## config.mk

```make
export PLATFORM = sky130hd
export DESIGN_NAME = tcts_ram
export DESIGN_NICKNAME = d
export VERILOG_FILES = /design/src/tcts_ram.sv
export SDC_FILE = /design/constraint.sdc
export NUM_CORES = 1
export LEC_CHECK = 0
export BUFFER_PORTS_ARGS = -buffer_cell sky130_fd_sc_hd__buf_2
export CORE_MARGIN = 2
export CORE_UTILIZATION = 67
export DETAILED_ROUTE_END_ITERATION = 10
export PLACE_DENSITY_LB_ADDON = 0.05
export REMOVE_ABC_BUFFERS = 1
export SETUP_SLACK_MARGIN = 0.2
export SYNTH_ARGS = -nofsm -noshare
export SYNTH_HDL_FRONTEND = slang
export SYNTH_SLANG_ARGS = --single-unit
```

## constraint.sdc

```tcl
create_clock -name clk -period 3.45 [get_ports clk]
set_input_delay 0.1725 -clock clk [delete_from_list [all_inputs] [get_ports clk]]
set_output_delay 0.1725 -clock clk [all_outputs]
set_load 0.05 [all_outputs]
```

## src/tcts_ram.sv

```systemverilog
// Single write port, single read port memory with registered read data.
module tcts_ram #(
  parameter int WIDTH = 16,
  parameter int DEPTH = 32
) (
  input  logic                             clk,
  input  logic                             we,
  input  logic [$clog2(DEPTH)-1:0]         waddr,
  input  logic [WIDTH-1:0]                 wdata,
  input  logic [$clog2(DEPTH)-1:0]         raddr,
  output logic [WIDTH-1:0]                 rdata
);

  logic [WIDTH-1:0] mem [DEPTH];

  always_ff @(posedge clk) begin
    if (we) begin
      mem[waddr] <= wdata;
    end
  end

  always_ff @(posedge clk) begin
    rdata <= mem[raddr];
  end

endmodule

```

==> results.cfg <==
[worst_setup_path]
startpoint_type = primary input
cpPeakStageDelay_ns = 0.71
crit_path_top_delay_cell = nor2b_4
crit_type = in2reg
crit_chain = buf_2, nor2b_4, buf_4, a22oi_1, a31oi_1, nand3_1
cp-end-kind = register
critPathMaxFanout = 28
crit_required_ns = 3.87
cp_data_arrival_time_ns = 2.14

[global_routing]
use_met1 = 0.411
antenna_found_initial = 3
grt_pass1_wl_mm = 66.1
grt_pass1_vias = 10400
met3_usage = 0.0466
busiest_layer = met2
track_usage = 0.289
grt_util_met2 = 0.470
grt_max_degree = 57
grt_remaining_overflow = 0

[logic_synthesis]
synth_cell_types = 26
postSynth.asyncResetShare = 0
syn_inst = 1143
ys_ff_latch = 528
yosysMostFrequentCell = edfxtp_1
synth-edff-count = 512
synth_ff_type = edfxtp_1
yosysSeqAreaShare = 0.764
synth_area_um2 = 20500
synth_area_leaders = edfxtp_1, mux2i_1, a22oi_1, dfxtp_1, a22o_1
syn_avg_cell_area_um2 = 18.0
yosys-top-cells-count = edfxtp_1, mux2i_1, a22oi_1, nand3_1
synth_top_area_frac = 0.749
yosys.area.top_type = edfxtp_1
yosys_warnings = 0

[clock_network]
clk_latency_ns = 0.55
cts_tree = done
cts_buffers = 50
cts_buffer_depth = 3
path_clk_slew_ns = 0.06
cts-resized-gates = 0
holdBufCountCts = 0
htree_levels = 2
post-cts-setup-buffers = 0
cts.sinks = 528
clockRootBuffer = clkbuf_16

[layout]
area_growth_pct = 11.0
seqCellArea_um2 = 15700
fillers = 1761
final_nets = 1249
multiInputGateArea_um2 = 4330
final_core_util = 0.751
layout-drive-gt1-share = 0.143

[sta]
setup_slack_ns = 1.73
setup_tns_ns = 0
rsz0062_at_grt = no
hold_viol = 0
worstMarginPinSlew_ns = 0.985
timing.final.crit_share = 0.499
final-max-slew-violation-count = 0
final-setup-viol-count = 0
slew_headroom = 0.343
period_minus_slack_ns = 1.72
fmax_mhz = 581
finalClockSkew_ns = 0.0187

[route]
drtIter0Drc = 1099
vias = 10700
wire_per_inst_um = 27.1
firstDrtPassIters = 5
viasPerCell = 6.44
drcViolationCount = 0
finalWirelength_mm = 45.0
ant_nets = 0

[die]
num_rows = 64
die_x_um = 179
ios = 44
chipHeight_um = 179
coreArea_um2 = 30300
floorplan.initialDensity = 0.677
dieArea_um2 = 32100

[power]
vdd_drop_max_mv = 0.565
p_leak_nw = 8.06
power_density_nw_per_um2 = 583

[place]
routabilityCongestion = 0.834
place_hpwl_mm = 26.5
portBuffers = 43
dp_slack_ns = 1.18

[status]
status = finished, final reports clean

[flow_run]
drv_cap = 0

[hold_path]
hp-class = in2reg
through the flow:
stage	power, W	hold WS (ns)	instances	area [um2]
after floorplan	0.00766	0.271	1076	20000
after global placement	0.00804	0.583	1565	21200
after detailed placement	0.00805	0.600	1565	21200
after CTS	0.0133	0.124	1658	22800
after global routing	0.0137	0.160	1659	22800
final	0.0133	0.141	1660	22800
metal layers:
| layer | vias up | wire [um] |
|---|---|---|
| met5 | - | 11 |
| met4 | 2 | 1160 |
| met3 | 77 | 3310 |
| met2 | 436 | 22100 |
| met1 | 5457 | 18400 |
| li1 | 4718 | - |
cells by family (layout without fill, tap and decap cells):
family                 Yosys count  count (layout)  synth area share
AO/OA/AOI/OAI                  144             144            0.0497
buffers and inverters           67             186            0.0263
flip-flops                     528             528             0.764
multiplexers                   256             256             0.125
other                            0               2                 0
AND/OR/NAND/NOR                148             148            0.0349
layout by cell type (no fill, tap or decap), types with 2 or more instances in the layout:
master and n:
nand4_1 16, buf_4 47, or3b_2 3, a22o_1 32
nor2_1 29, clkbuf_16 51, nor2b_4 2, buf_12 3
nand2b_1 2, edfxtp_1 512, clkbuf_1 14, buf_2 42
clkbuf_8 11, nor2_2 4, dfxtp_1 16, nor3_1 16
a22oi_1 64, a31oi_1 16, clkinv_2 10, nand2_1 33
nand3b_1 5, clkinv_1 3, bufinv_16 3, a21oi_1 32
mux2i_1 256, nand3_1 34, diode_2 2
worst paths after layout:
path | endpoint | slack (ns) | cells past startpoint | start
hold reg to reg | rdata[9] | 0.60 | 4 | mem[16][9]
hold / removal | mem[22][5] | 0.14 | 1 | wdata[5]
setup reg to reg | rdata[8] | 1.99 | 5 | mem[3][8]
setup / recovery | rdata[12] | 1.73 | 6 | raddr[2]
flip-flops by register name (all words and copies together) (netlist names):
name and flops:
rdata 16, mem 512
cell type report:
class	count	area share
antenna	2	0.000220
clock inverter	17	0.00702
sequential	528	0.688
tap	396	0.0217
multi-input combinational	548	0.190
timing repair buffer	93	0.0280
clock buffer	76	0.0649
worst max-delay path: cells and delay by family:
kind | cells | cell delay, ns
AO/OA/AOI/OAI | 2 | 0.45
buffers and inverters | 2 | 0.66
AND/OR/NAND/NOR | 2 | 0.84
power by group:
| group | internal (W) | switching [W] | total [W] |
|---|---|---|---|
| Combinational | 0.000222 | 0.000526 | 0.000748 |
| Clock | 0.00318 | 0.00219 | 0.00537 |
| Sequential | 0.00713 | 0.0000424 | 0.00717 |
| Total | 0.0105 | 0.00276 | 0.0133 |
Power figures use the tool's default switching activity.
